`src/assert_macros.svh`:
```
// Assertion macros used by the RTL file of the encoder's top level.
`ifndef ASSERT_MACROS_SVH
`define ASSERT_MACROS_SVH

`ifndef ASSERT_OFF
`define ASSERT_PROP(lbl, clk, rstn, prop) \
    lbl: assert property (@(posedge clk) disable iff (!rstn) prop) \
        else $error("assertion failed");
`define ASSERT_NEVER(lbl, clk, rstn, expr) \
    lbl: assert property (@(posedge clk) disable iff (!rstn) !(expr)) \
        else $error("forbidden condition seen");
`else
`define ASSERT_PROP(lbl, clk, rstn, prop)
`define ASSERT_NEVER(lbl, clk, rstn, expr)
`endif

`endif

```
`src/uufe_pkg.sv`:
```
// Types, constants and helper functions of the UTF-16 form encoder.
`default_nettype none

package uufe_pkg;

    localparam int UNIT_W = 16;
    localparam int CHAR_W = 7;
    localparam int MAX_BYTES = 6;
    localparam int CNT_W = 3;

    typedef logic [7:0] byte_t;
    typedef byte_t byte_arr_t [MAX_BYTES];
    typedef logic [CNT_W-1:0] cnt_t;

    typedef enum logic [1:0] {
        SUB_PCT,
        SUB_HI,
        SUB_LO
    } sub_t;

    localparam byte_t REPL_B0 = 8'hEF;
    localparam byte_t REPL_B1 = 8'hBF;
    localparam byte_t REPL_B2 = 8'hBD;

    localparam logic [CHAR_W-1:0] CH_PLUS = 7'h2B;
    localparam logic [CHAR_W-1:0] CH_PCT = 7'h25;
    localparam byte_t CH_SPACE = 8'h20;

    function automatic logic passes(input byte_t b);
        logic ok;
        ok = 1'b0;
        if (b inside {[8'h41:8'h5A], [8'h61:8'h7A], [8'h30:8'h39]}) begin
            ok = 1'b1;
        end
        if (b inside {8'h2D, 8'h5F, 8'h2E, 8'h21, 8'h7E, 8'h2A, 8'h28, 8'h29}) begin
            ok = 1'b1;
        end
        return ok;
    endfunction

    function automatic logic [CHAR_W-1:0] hex_char(input logic [3:0] n);
        logic [CHAR_W-1:0] c;
        if (n < 4'd10) begin
            c = 7'h30 + {3'b000, n};
        end
        else begin
            c = 7'h57 + {3'b000, n};
        end
        return c;
    endfunction

endpackage

`default_nettype wire

```
`src/utf16_url_form_encoder_top.sv`:
```
// Top level of the UTF-16 to form-urlencoded ASCII encoder.
//
//   channel   dir   content
//   s_axis    in    tdata[15:0] code_unit
//   m_axis    out   tdata[6:0] out_char, tdata[7] zero; tlast last_of_run
//
// Each input word yields 0 to 18 output words, one per cycle from the emitter
// when the output does not stall. An input word is taken in the cycle its
// predecessor's last character moves out. Accepted bytes are registered in the
// work registers, and each character then in the output register.
// Reset clears the held surrogate and all valid flags.
// Output stalls hold the emitter and, through it, the input side.
`default_nettype none

`include "assert_macros.svh"

module utf16_url_form_encoder_top (
    input  wire logic        clk,
    input  wire logic        rst_n,
    input  wire logic        s_axis_tvalid,
    output logic             s_axis_tready,
    input  wire logic [15:0] s_axis_tdata,   // [15:0] code_unit
    output logic             m_axis_tvalid,
    input  wire logic        m_axis_tready,
    output logic [7:0]       m_axis_tdata,   // [6:0] out_char, [7] zero
    output logic             m_axis_tlast    // last_of_run
);

    logic                      pend_valid_reg, pend_valid_next;
    logic [9:0]                pend_bits_reg, pend_bits_next;
    logic                      work_valid_reg, work_valid_next;
    uufe_pkg::byte_arr_t       bytes_reg, bytes_next;
    uufe_pkg::cnt_t            cnt_reg, cnt_next;
    uufe_pkg::cnt_t            bidx_reg, bidx_next;
    uufe_pkg::sub_t            sub_reg, sub_next;
    logic                      m_valid_reg, m_valid_next;
    logic [6:0]                m_char_reg, m_char_next;
    logic                      m_last_reg, m_last_next;

    logic                      accept;
    logic                      is_low, is_high, prefix, has_main;
    logic [20:0]               main_cp;
    uufe_pkg::byte_t           mb [4];
    uufe_pkg::cnt_t            main_len, new_cnt;
    uufe_pkg::byte_arr_t       new_bytes;

    uufe_pkg::byte_t           cur_byte;
    logic                      cur_space, cur_esc, sub_last, byte_last, move;
    logic [6:0]                cur_char;

    always_comb
    begin
        is_low  = s_axis_tdata inside {[16'hDC00:16'hDFFF]};
        is_high = s_axis_tdata inside {[16'hD800:16'hDBFF]};
        if (is_low) begin
            prefix   = 1'b0;
            has_main = 1'b1;
            main_cp  = pend_valid_reg
                     ? 21'h10000 + {1'b0, pend_bits_reg, s_axis_tdata[9:0]}
                     : 21'h00FFFD;
        end
        else begin
            prefix   = pend_valid_reg;
            has_main = !is_high && (s_axis_tdata != 16'h0000);
            main_cp  = {5'b00000, s_axis_tdata};
        end

        mb[1] = 8'h00;
        mb[2] = 8'h00;
        mb[3] = 8'h00;
        if (main_cp < 21'h80) begin
            main_len = 3'd1;
            mb[0] = {1'b0, main_cp[6:0]};
        end
        else if (main_cp < 21'h800) begin
            main_len = 3'd2;
            mb[0] = {3'b110, main_cp[10:6]};
            mb[1] = {2'b10, main_cp[5:0]};
        end
        else if (main_cp < 21'h10000) begin
            main_len = 3'd3;
            mb[0] = {4'b1110, main_cp[15:12]};
            mb[1] = {2'b10, main_cp[11:6]};
            mb[2] = {2'b10, main_cp[5:0]};
        end
        else begin
            main_len = 3'd4;
            mb[0] = {5'b11110, main_cp[20:18]};
            mb[1] = {2'b10, main_cp[17:12]};
            mb[2] = {2'b10, main_cp[11:6]};
            mb[3] = {2'b10, main_cp[5:0]};
        end

        if (prefix) begin
            new_bytes[0] = uufe_pkg::REPL_B0;
            new_bytes[1] = uufe_pkg::REPL_B1;
            new_bytes[2] = uufe_pkg::REPL_B2;
            new_bytes[3] = mb[0];
            new_bytes[4] = mb[1];
            new_bytes[5] = mb[2];
        end
        else begin
            new_bytes[0] = mb[0];
            new_bytes[1] = mb[1];
            new_bytes[2] = mb[2];
            new_bytes[3] = mb[3];
            new_bytes[4] = 8'h00;
            new_bytes[5] = 8'h00;
        end
        new_cnt = (prefix ? 3'd3 : 3'd0) + (has_main ? main_len : 3'd0);
    end

    always_comb
    begin
        cur_byte  = bytes_reg[bidx_reg];
        cur_space = (cur_byte == uufe_pkg::CH_SPACE);
        cur_esc   = !cur_space && !uufe_pkg::passes(cur_byte);
        if (cur_space) begin
            cur_char = uufe_pkg::CH_PLUS;
        end
        else if (!cur_esc) begin
            cur_char = cur_byte[6:0];
        end
        else begin
            case (sub_reg)
                uufe_pkg::SUB_PCT: cur_char = uufe_pkg::CH_PCT;
                uufe_pkg::SUB_HI:  cur_char = uufe_pkg::hex_char(cur_byte[7:4]);
                uufe_pkg::SUB_LO:  cur_char = uufe_pkg::hex_char(cur_byte[3:0]);
                default:           cur_char = uufe_pkg::CH_PCT;
            endcase
        end
        sub_last  = !cur_esc || (sub_reg == uufe_pkg::SUB_LO);
        byte_last = ((bidx_reg + 3'd1) == cnt_reg);
        move      = work_valid_reg && (!m_valid_reg || m_axis_tready);
    end

    assign s_axis_tready = !work_valid_reg || (move && sub_last && byte_last);
    assign accept        = s_axis_tvalid && s_axis_tready;

    always_comb
    begin
        pend_valid_next = pend_valid_reg;
        pend_bits_next  = pend_bits_reg;
        work_valid_next = work_valid_reg;
        bytes_next      = bytes_reg;
        cnt_next        = cnt_reg;
        bidx_next       = bidx_reg;
        sub_next        = sub_reg;
        m_valid_next    = m_valid_reg;
        m_char_next     = m_char_reg;
        m_last_next     = m_last_reg;

        if (move) begin
            m_valid_next = 1'b1;
            m_char_next  = cur_char;
            m_last_next  = sub_last && byte_last;
            if (sub_last) begin
                sub_next = uufe_pkg::SUB_PCT;
                if (byte_last) begin
                    work_valid_next = 1'b0;
                end
                else begin
                    bidx_next = bidx_reg + 3'd1;
                end
            end
            else begin
                sub_next = (sub_reg == uufe_pkg::SUB_PCT) ? uufe_pkg::SUB_HI
                                                          : uufe_pkg::SUB_LO;
            end
        end
        else if (m_axis_tready) begin
            m_valid_next = 1'b0;
        end

        if (accept) begin
            pend_valid_next = is_high;
            pend_bits_next  = is_high ? s_axis_tdata[9:0] : 10'd0;
            if (new_cnt != 3'd0) begin
                work_valid_next = 1'b1;
                bytes_next      = new_bytes;
                cnt_next        = new_cnt;
                bidx_next       = 3'd0;
                sub_next        = uufe_pkg::SUB_PCT;
            end
        end
    end

    always_ff @(posedge clk or negedge rst_n)
    begin
        if (!rst_n) begin
            pend_valid_reg <= 1'b0;
            pend_bits_reg  <= 10'd0;
            work_valid_reg <= 1'b0;
            bidx_reg       <= 3'd0;
            sub_reg        <= uufe_pkg::SUB_PCT;
            m_valid_reg    <= 1'b0;
        end
        else begin
            pend_valid_reg <= pend_valid_next;
            pend_bits_reg  <= pend_bits_next;
            work_valid_reg <= work_valid_next;
            bidx_reg       <= bidx_next;
            sub_reg        <= sub_next;
            m_valid_reg    <= m_valid_next;
        end
    end

    always_ff @(posedge clk)
    begin
        bytes_reg  <= bytes_next;
        cnt_reg    <= cnt_next;
        m_char_reg <= m_char_next;
        m_last_reg <= m_last_next;
    end

    assign m_axis_tvalid = m_valid_reg;
    assign m_axis_tdata  = {1'b0, m_char_reg};
    assign m_axis_tlast  = m_last_reg;

    `ASSERT_PROP(a_work_count, clk, rst_n,
        work_valid_reg |-> (cnt_reg != 3'd0) && (bidx_reg < cnt_reg) && (cnt_reg <= 3'd6))
    `ASSERT_NEVER(a_sub_only_escaped, clk, rst_n,
        (sub_reg != uufe_pkg::SUB_PCT) && !(work_valid_reg && cur_esc))
    `ASSERT_PROP(a_high_held, clk, rst_n,
        (accept && is_high) |=> pend_valid_reg)
    `ASSERT_PROP(a_pend_from_input, clk, rst_n,
        $rose(pend_valid_reg) |-> $past(accept))

endmodule

`default_nettype wire

```
`config.mk`:
```
export PLATFORM = sky130hd
export DESIGN_NAME = utf16_url_form_encoder_top
export DESIGN_NICKNAME = d
export VERILOG_FILES = /design/src/uufe_pkg.sv /design/src/utf16_url_form_encoder_top.sv
export VERILOG_INCLUDE_DIRS = /design/src /design/src/src
export SDC_FILE = /design/constraint.sdc
export NUM_CORES = 1
export LEC_CHECK = 0
export ABC_AREA = 1
export BUFFER_PORTS_ARGS = -buffer_cell sky130_fd_sc_hd__buf_2
export CAP_MARGIN = 20
export CORE_UTILIZATION = 50
export DETAILED_ROUTE_END_ITERATION = 12
export GPL_ROUTABILITY_DRIVEN = 0
export HOLD_SLACK_MARGIN = 0.03
export PLACE_DENSITY = 0.72
export SYNTH_ARGS = -nofsm -noshare
export SYNTH_HDL_FRONTEND = slang
export SYNTH_SLANG_ARGS = --single-unit
```
`constraint.sdc`:
```
create_clock -name clk -period 5.35 [get_ports clk]
set_input_delay 0.535 -clock clk [delete_from_list [all_inputs] [get_ports clk]]
set_output_delay 0.535 -clock clk [all_outputs]
set_load 0.01 [all_outputs]
```
-- Word-level counts from Yosys, hierarchy flattened
Cells that the tools add are included.
- input bits: 20
- output and inout port bits: 11
- register bits after elaboration: 77
- word-level logic and storage cells: 122
- reductions and logical operators: 28
- $add $sub $neg: 7
- bitwise logic cells: 1
- eq/ne operators: 12
- multiplexer cells: 43
- magnitude comparators: 16
- operators with widths (operator ; count):
    2-to-1 mux 21 bit ; 3
    == test 8 x 6 -> 1 bit, second input constant ; 7
    2-to-1 mux 24 bit ; 2
    >= comparator 16 bit, second input constant ; 2
    less-or-equal comparator 16 bit, second input constant ; 2
    2-to-1 mux 8 bit ; 4
    2-to-1 mux 3 bit ; 9
    binary-select mux 8 bit (select 3 bit) ; 1
    adder 17 x 20 -> 21 bit, first input constant ; 1
    less-than comparator 21 x 12 -> 1 bit, second input constant ; 1
    less-than comparator 21 x 17 -> 1 bit, second input constant ; 1
    less-than comparator 21 x 8 -> 1 bit, second input constant ; 1
    2-to-1 mux 7 bit ; 3
    == test 8 x 7 -> 1 bit, second input constant ; 2
    >= comparator 8 x 7 -> 1 bit, second input constant ; 2
    less-or-equal comparator 8 x 7 -> 1 bit, second input constant ; 2
    2-to-1 mux 16 bit ; 1
    nonzero test 16 bit ; 1
    adder 6 x 4 -> 7 bit, first input constant ; 2
    adder 7 x 4 -> 7 bit, first input constant ; 2
    2-to-1 mux 14 bit ; 1
    case mux 7 bit (2 select lines) ; 1
    logical AND 1 bit ; 12
    2-to-1 mux 2 bit ; 6
    19 further kinds ; 38

-- Depth between registers and ports, before layout
Gate-level depths: netlist of the first run.
- word-level depth: 18
- mapped depth: 26
- depth with buffers taken out: 23

-- Least setup slack after synthesis of the first run
OpenSTA, ideal clock, no wires.
- path type: input port to flip-flop
- start point: input port s_axis_tdata[12]
- end point: register bytes_reg[0] (netlist name), enable pin
- arrival: 3.786 ns
- buffers on the path: 0
- path slack: 1.164 ns
- cell stages on the path: 19
- data required time: 4.950 ns
- library setup time: 0.400 ns
- cell sequence: nand3_1 -> nor2_2 -> nand3_2 -> nor2_2 -> inv_2 -> o21ai_1 -> inv_1 -> nor2_1 -> nand3b_1 -> nor2_4 -> nor2_2 -> inv_1 -> a21oi_1 -> ha_1 -> fa_1 -> xor2_1 -> or3_1 -> nand3_2 -> inv_1
- cells in the longest elaborated chain, start to end: 11
- elaborated cells on any way between the ends: 23
- classes of those cells: add/sub: 1; order compare: 7; mux: 8; reduce/logical: 7
- ends and longest elaborated chain (what ; line ; text):
    from (decl) ; utf16_url_form_encoder_top.sv:22 ; input wire logic [15:0] s_axis_tdata,
    >= comparator 16 bit or less-or-equal comparator 16 bit (tied branches) ; utf16_url_form_encoder_top.sv:53 ; is_low = s_axis_tdata inside {[16'hDC00:16'hDFFF]};
    logical AND 1 bit ; utf16_url_form_encoder_top.sv:53 ;
    2-to-1 mux 21 bit ; utf16_url_form_encoder_top.sv:55 ; if (is_low) begin
    less-than comparator 21 x 17 -> 1 bit ; utf16_url_form_encoder_top.sv:80 ; else if (main_cp < 21'h10000) begin
    2-to-1 mux 3 bit ; utf16_url_form_encoder_top.sv:80 ;
    2-to-1 mux 3 bit ; utf16_url_form_encoder_top.sv:75 ; else if (main_cp < 21'h800) begin
    2-to-1 mux 3 bit ; utf16_url_form_encoder_top.sv:71 ; if (main_cp < 21'h80) begin
    2-to-1 mux 3 bit ; utf16_url_form_encoder_top.sv:110 ; new_cnt = (prefix ? 3'd3 : 3'd0) + (has_main ? main_len : 3'd0);
    adder 2 x 3 -> 3 bit * ; utf16_url_form_encoder_top.sv:110 ;
    via new_cnt[2] ; utf16_url_form_encoder_top.sv:44 ; uufe_pkg::cnt_t main_len, new_cnt;
    nonzero test 3 bit * ; utf16_url_form_encoder_top.sv:178 ; if (new_cnt != 3'd0) begin
    AND reduction 2 bit (no line) * ; - ;
    to (signal assigned) ; utf16_url_form_encoder_top.sv:210 ; bytes_reg <= bytes_next;
    to (decl) ; utf16_url_form_encoder_top.sv:32 ; uufe_pkg::byte_arr_t bytes_reg, bytes_next;
The timed path passes the listed nets; every way through them passes the cells marked *.
A chain may end at the register's enable or synchronous reset.

-- Worst setup path after layout of the first run
- start point: register bidx_reg[0]
- end point: output port s_axis_tready
- cells in the longest elaborated chain, start to end: 16
- elaborated cells on any way between the ends: 36
- classes of those cells: add/sub: 1; order compare: 6; eq/ne: 10; mux: 5; bitwise: 1; reduce/logical: 13
- ends and longest elaborated chain (what ; line ; text):
    from (decl) ; utf16_url_form_encoder_top.sv:34 ; uufe_pkg::cnt_t bidx_reg, bidx_next;
    from (signal assigned) ; utf16_url_form_encoder_top.sv:202 ; bidx_reg <= bidx_next;
    inverter 3 -> 4 bit (implied by the code) ; utf16_url_form_encoder_top.sv:115 ; cur_byte = bytes_reg[bidx_reg];
    binary-select mux 8 bit (select 3 bit) ; utf16_url_form_encoder_top.sv:115 ;
    2-to-1 mux 8 bit (implied by the code) (2 in series) ; utf16_url_form_encoder_top.sv:115 ;
    >= comparator 8 x 7 -> 1 bit (tied with other cells) ; uufe_pkg.sv:32 ; if (b inside {[8'h41:8'h5A], [8'h61:8'h7A], [8'h30:8'h39]}) begin
    logical AND 1 bit ; uufe_pkg.sv:32 ;
    nonzero test 3 bit ; uufe_pkg.sv:32 ;
    2-to-1 mux 1 bit ; uufe_pkg.sv:32 ;
    2-to-1 mux 1 bit ; uufe_pkg.sv:35 ; if (b inside {8'h2D, 8'h5F, 8'h2E, 8'h21, 8'h7E, 8'h2A, 8'h28, 8'h29}) begin
    zero test 1 bit ; utf16_url_form_encoder_top.sv:117 ; cur_esc = !cur_space && !uufe_pkg::passes(cur_byte);
    logical AND 1 bit ; utf16_url_form_encoder_top.sv:117 ;
    zero test 1 bit ; utf16_url_form_encoder_top.sv:132 ; sub_last = !cur_esc || (sub_reg == uufe_pkg::SUB_LO);
    logical OR 1 bit ; utf16_url_form_encoder_top.sv:132 ;
    logical AND 1 bit ; utf16_url_form_encoder_top.sv:137 ; assign s_axis_tready = !work_valid_reg || (move && sub_last && byte_last);
    logical AND 1 bit * ; utf16_url_form_encoder_top.sv:137 ;
    logical OR 1 bit * ; utf16_url_form_encoder_top.sv:137 ;
    to (decl) ; utf16_url_form_encoder_top.sv:21 ; output logic s_axis_tready,
Mark *: on every way between the ends. The rest lies on a longest branch, timed or not. The select of a mux whose other input is x is not followed.

==> results.sh, run 1 <==
export IMPL_outcome="finished clean"
export IMPL_ys_top_cells_by_count="nand2_1 (163), inv_1 (82), nor2_1 (71), edfxtp_1 (54), nand3_1 (30)"
export IMPL_worstPathArrival_ns=3.86
export IMPL_grt_total_usage=0.236
export IMPL_synth_flop_cell="edfxtp_1"
export IMPL_critPathKind="flop to output port"
export IMPL_rrSetupSlack_ns=0.99
export IMPL_rsz0062_at_grt="false"
export IMPL_path_cells="inv_2 > nand2_1 > nand3_1 > nand2_1 > a21boi_2 > inv_1 > ha_1 > or2_2 > nor2_1 > o21ai_1 > nand2_1 > nand2_1 > nor2_4 > nand4_4 > nand3_2 > nand2_2 > buf_2"
export IMPL_cts_tree="done"
export IMPL_die_area_um2=9990
export IMPL_path_delay_family="simple AND/OR/NAND/NOR gates"
export IMPL_ff2ff_path_depth=17
export IMPL_clock_sinks=72
export IMPL_synth_distinct_cells=48
export IMPL_synth_edff_count=54
export IMPL_cts_htree_levels=3
export IMPL_drt_iter0_drc=285
export IMPL_io_pins=31
export IMPL_fp_dieH_um=99.9
export IMPL_crit_slowest_cell="dfrtp_1"
export IMPL_r2r_start="pend_bits_reg[6]"
export IMPL_first_pass_iters=5
export IMPL_grt_ovfl_total=0
export IMPL_synth_top_cell_by_area="edfxtp_1"
export IMPL_slowest_delay_ns=0.60
export IMPL_hold_viol=0
export IMPL_cp_startpoint="bidx_reg[0]"
export IMPL_final_util=0.562
export IMPL_cts_hold_buf=0
export IMPL_synth_area_per_cell_um2=7.79
export IMPL_max_slew_worst_pin_slew_ns=0.670
export IMPL_via_count=4159
export IMPL_syn_area_um2=4800
export IMPL_dieWidth_um=99.9
export IMPL_cts_buffers=9
export IMPL_port_buffers=29
export IMPL_skew_ns=0.0142
export IMPL_postRouteAntennaNets=0
export IMPL_grt_pass1_vias=3882
export IMPL_grt_pass1_wl_um=18400
export IMPL_cts_path_max_buffers=2
export IMPL_path_clk_slew_ns=0.09
export IMPL_fillCellCount=919
export IMPL_syn_inst=616
export IMPL_crit_top_cell="nand2_1"
export IMPL_synth_top_area_frac=0.338
export IMPL_clk_latency_ns=0.35
export IMPL_max_freq_ghz=0.228
export IMPL_yosysWarnings=0
export IMPL_cts_root_buffer="clkbuf_8"
export IMPL_nNetsFinal=675
export IMPL_grt_max_degree=47
export IMPL_slew_viol_final=0
export IMPL_synth_area_top_cells="edfxtp_1 (34%), nand2_1 (13%), dfrtp_1 (9.4%)"
export IMPL_power_density_nw_per_um2=516
export IMPL_synth_fp_nets=652
export IMPL_finalSetupTns_ns=0
export IMPL_crit_path_end_kind="output port"
export IMPL_start_kind="flop"
export IMPL_hold_class="primary input to asynchronous set/reset pin"
export IMPL_antenna_found_initial=0
export IMPL_worst_path_buf_inv=3
export IMPL_yosysMostFrequentCell="nand2_1"
export IMPL_wl_um=11100
export IMPL_finalSetupViolations=0
export IMPL_wl_per_cell_um=14.3
export IMPL_ir_drop_mv=0.169
export IMPL_async_reset_ff_frac=0.250
export IMPL_dp_hpwl_um=8410
export IMPL_drive_gt1_frac=0.144
export IMPL_initial_core_util=0.517
export IMPL_fp_coreArea_um2=9280
export IMPL_num_rows=35
export IMPL_cts_resized=0
export IMPL_min_period_ns=4.39
export IMPL_r2r_end="bytes_reg[36]"
export IMPL_drc=0
export IMPL_p_leak_nw=2.47
export IMPL_critPathMaxFanout=20
export IMPL_worst_ep_required_time_ns=4.82
export IMPL_holdWs_ns=0.0979
export IMPL_slew_headroom=0.552
export IMPL_cap_violations=0
export IMPL_ys_ff_latch=72
export IMPL_syn_to_final_growth_pct=8.79
export IMPL_vias_per_cell=5.38
export IMPL_post_cts_setup_buffer_count=0
export IMPL_largest_reg_flops=43
export IMPL_ys_seq_area_frac=0.432
export IMPL_antenna_cells=0
export IMPL_fin_crit_sh=0.821
-- report_power, final --
| group | switching, mW | internal (mW) | total [mW] |
|---|---|---|---|
| combinational | 0.958 | 0.430 | 1.39 |
| clock | 0.215 | 0.240 | 0.456 |
| sequential | 0.0721 | 0.775 | 0.848 |
-- per-stage QoR --
stage / instance area, um2 / instances / total power, mW / setup WS [ns]
after CTS: 5220 / 773 / 2.69 / 0.962
after global routing: 5220 / 773 / 2.91 / 0.654
final: 5220 / 773 / 2.69 / 0.958
after floorplan: 4800 / 616 / 1.93 / 1.16
after detailed placement: 5000 / 757 / 2.24 / 0.814
after global placement: 5000 / 757 / 2.20 / 1.01
-- cells by family after synthesis --
family / after synthesis / share of synthesized area
buffers and inverters: 113 / 0.0997
other: 1 / 0.000782
AND/OR/NAND/NOR: 324 / 0.310
flip-flops: 72 / 0.432
XOR/XNOR: 5 / 0.00913
AO/OA/AOI/OAI: 85 / 0.105
adder cells (fa/ha/maj): 16 / 0.0433
-- area by class of cell --
class / count / area (um2) / area share
tap: 129 / 161 / 0.0309
clock buffer: 12 / 188 / 0.0360
sequential: 72 / 2070 / 0.397
multi-input combinational: 431 / 2250 / 0.430
inverter: 93 / 352 / 0.0674
timing repair buffer: 32 / 168 / 0.0321
clock inverter: 4 / 31.3 / 0.00600
-- cell usage in the layout, fill, tap and decap left out, drive strengths merged, types with 2 or more instances in the layout --
cell type    n
xor2         3
edfxtp      54
or2          5
nand3       36
nor4         3
o22ai       11
a31oi        2
o21ai       36
ha          15
a21boi       2
a22oi        4
xnor2        2
clkbuf      12
nand2      172
inv         93
dfrtp       18
nand4       18
clkinv       4
a21oi       17
nor2        81
buf         32
o211ai       8
nor3         7
-- worst max path at each step --
stage | end | depth (start not counted)
2_1_floorplan | bytes_reg[0] | 19
3_3_place_gp | bytes_reg[26] | 20
3_5_place_dp | bytes_reg[2] | 20
4_1_cts | s_axis_tready | 17
5_1_grt | bytes_reg[3] | 17
6_report | s_axis_tready | 17
-- metal layers --
metal	global-route usage	up-vias	share of wire
met5	0	-	0
met4	0.0860	0	0.026
met3	0.0397	28	0.062
met2	0.395	151	0.48
met1	0.309	1912	0.43
li1	-	2068	-
No activity file was read; power rests on OpenSTA's default activity.
==> run 2, diff against run 1 <==
- PLACE_DENSITY: 0.72 -> 0.74
- clock period: 5.35 -> 3.8 ns (I/O delays scaled with it)
==> run 2 against run 1 <==
Effect of this change: worst hold slack improved by 0.20 ns; final cell count grew 1.7%; clock-buffer cell count shrank 2; via count is 0.91% lower; clock skew fell by 0.0056 ns; power increased by 45%; critical path depth unchanged; register-to-register slack got worse by 0.75 ns; clock power increased by 45%; sequential power grew 38%; core utilization rose by 1.7 points; cell area up 3.0%; highest routed layer unchanged.
==> results.sh, run 2 (synthesis results as in run 1) <==
export IMPL_fin_cells=786
export IMPL_dieWidth_um=99.9
export IMPL_hold_class="primary input to flop"
export IMPL_holdWs_ns=0.298
export IMPL_grt_total_usage=0.237
export IMPL_postRouteAntennaNets=0
export IMPL_skew_ns=0.00866
export IMPL_drt_iter0_drc=360
export IMPL_cts_htree_levels=3
export IMPL_io_pins=31
export IMPL_max_slew_worst_pin_slew_ns=0.641
export IMPL_grt_max_degree=47
export IMPL_critPathKind="flop to output port"
export IMPL_final_util=0.579
export IMPL_wl_per_cell_um=14.1
export IMPL_die_area_um2=9990
export IMPL_p_leak_nw=2.54
export IMPL_port_buffers=29
export IMPL_critPathMaxFanout=15
export IMPL_finalSetupViolations=0
export IMPL_grt_ovfl_total=0
export IMPL_final_common_cell="nand2_1"
export IMPL_cts_path_max_buffers=2
export IMPL_vias_per_cell=5.24
export IMPL_crit_top_cell="nand2_1"
export IMPL_fin_area_um2=5380
export IMPL_cts_buffers=9
export IMPL_fillCellCount=876
export IMPL_worst_ep_required_time_ns=3.42
export IMPL_dp_hpwl_um=8510
export IMPL_clk_latency_ns=0.34
export IMPL_antenna_found_initial=0
export IMPL_path_delay_family="simple AND/OR/NAND/NOR gates"
export IMPL_setup_slack_ns=0.214
export IMPL_crit_path_end_kind="output port"
export IMPL_crit_slowest_cell="dfrtp_1"
export IMPL_clock_sinks=72
export IMPL_fp_coreArea_um2=9280
export IMPL_initial_core_util=0.517
export IMPL_min_period_ns=3.59
export IMPL_antenna_cells=0
export IMPL_fp_dieH_um=99.9
export IMPL_num_rows=35
export IMPL_worst_path_buf_inv=3
export IMPL_first_pass_iters=5
export IMPL_slew_headroom=0.571
export IMPL_grt_pass1_vias=3936
export IMPL_finalSetupTns_ns=0
export IMPL_nNetsFinal=688
export IMPL_path_cells="buf_4 > nand2_1 > nand3_1 > nand2_1 > a21boi_4 > inv_1 > ha_1 > or2_2 > nor2_1 > o21ai_1 > nand2_1 > nand2_1 > nor2_4 > nand4_4 > nand3_2 > nand2_2 > buf_2"
export IMPL_start_kind="flop"
export IMPL_largest_reg_flops=43
export IMPL_outcome="finished clean"
export IMPL_worstPathArrival_ns=3.21
export IMPL_via_count=4121
export IMPL_p_total_mw=3.90
export IMPL_post_dp_cell_area_um2=5130
export IMPL_drive_gt1_frac=0.170
export IMPL_grt_pass1_wl_um=18500
export IMPL_slew_viol_final=0
export IMPL_slowest_delay_ns=0.45
export IMPL_syn_to_final_growth_pct=12.1
export IMPL_power_density_nw_per_um2=725
export IMPL_cts_tree="done"
export IMPL_rsz0062_at_grt="false"
export IMPL_max_freq_ghz=0.279
export IMPL_drc=0
export IMPL_path_clk_slew_ns=0.08
export IMPL_ir_drop_mv=0.259
export IMPL_wl_um=11100
export IMPL_pre_cts_ws_ns=0.0445
export IMPL_cts_root_buffer="clkbuf_8"
export IMPL_dp_cells=769
export IMPL_hold_viol=0
export IMPL_cap_violations=0
export IMPL_final_cell_mix="nand2_1 (162), inv_1 (81), nor2_1 (71)"
export IMPL_fin_crit_sh=0.944
## run 2: cell type report
class,instances,area (um2),area share
Clock buffer,10,138,0.0256
Clock inverter,6,82.6,0.0154
Inverter,93,358,0.0666
Multi-Input combinational cell,431,2280,0.425
Sequential cell,72,2070,0.386
Tap cell,129,161,0.0300
Timing Repair Buffer,45,280,0.0521
## run 2: report_power, final
group | internal, mW | total, mW | switching (mW)
sequential | 1.09 | 1.17 | 0.0822
combinational | 0.665 | 2.06 | 1.40
clock | 0.384 | 0.662 | 0.277
total | 2.14 | 3.90 | 1.76
## run 2: timing repair
action / in CTS / in global routing
hold buffers: 1 / 0
setup buffers: 0 / 0
gates resized for setup: 0 / 5
setup endpoints to repair: 0 / 47
hold endpoints to repair: 18 / 0
## run 2: worst paths after layout
path | start | endpoint | slack (ns) | cells after the start
setup / recovery | bidx_reg[0] | s_axis_tready | 0.21 | 17
hold / removal | s_axis_tdata[7] | pend_bits_reg[7] | 0.30 | 3
setup reg to reg | pend_bits_reg[6] | bytes_reg[32] | 0.24 | 16
hold reg to reg | pend_bits_reg[4] | pend_bits_reg[4] | 0.49 | 2
max in group asynchronous | rst_n | bidx_reg[1] | 3.01 | 2
min in group asynchronous | rst_n | pend_bits_reg[5] | 0.49 | 2
## run 2: per-layer routing
metal	wire length (um)	global-route usage
met1	4830	0.293
met2	5680	0.423
met5	0	0
met3	458	0.0404
met4	129	0.0735
## run 2: worst reg2reg max path: cells and delay by family (launching register included)
kind	cells	cell delay (ns)
buffers and inverters	2	0.30
adder cells (fa/ha/maj)	3	0.86
AO/OA/AOI/OAI	1	0.17
flip-flops	1	0.43
AND/OR/NAND/NOR	10	1.49
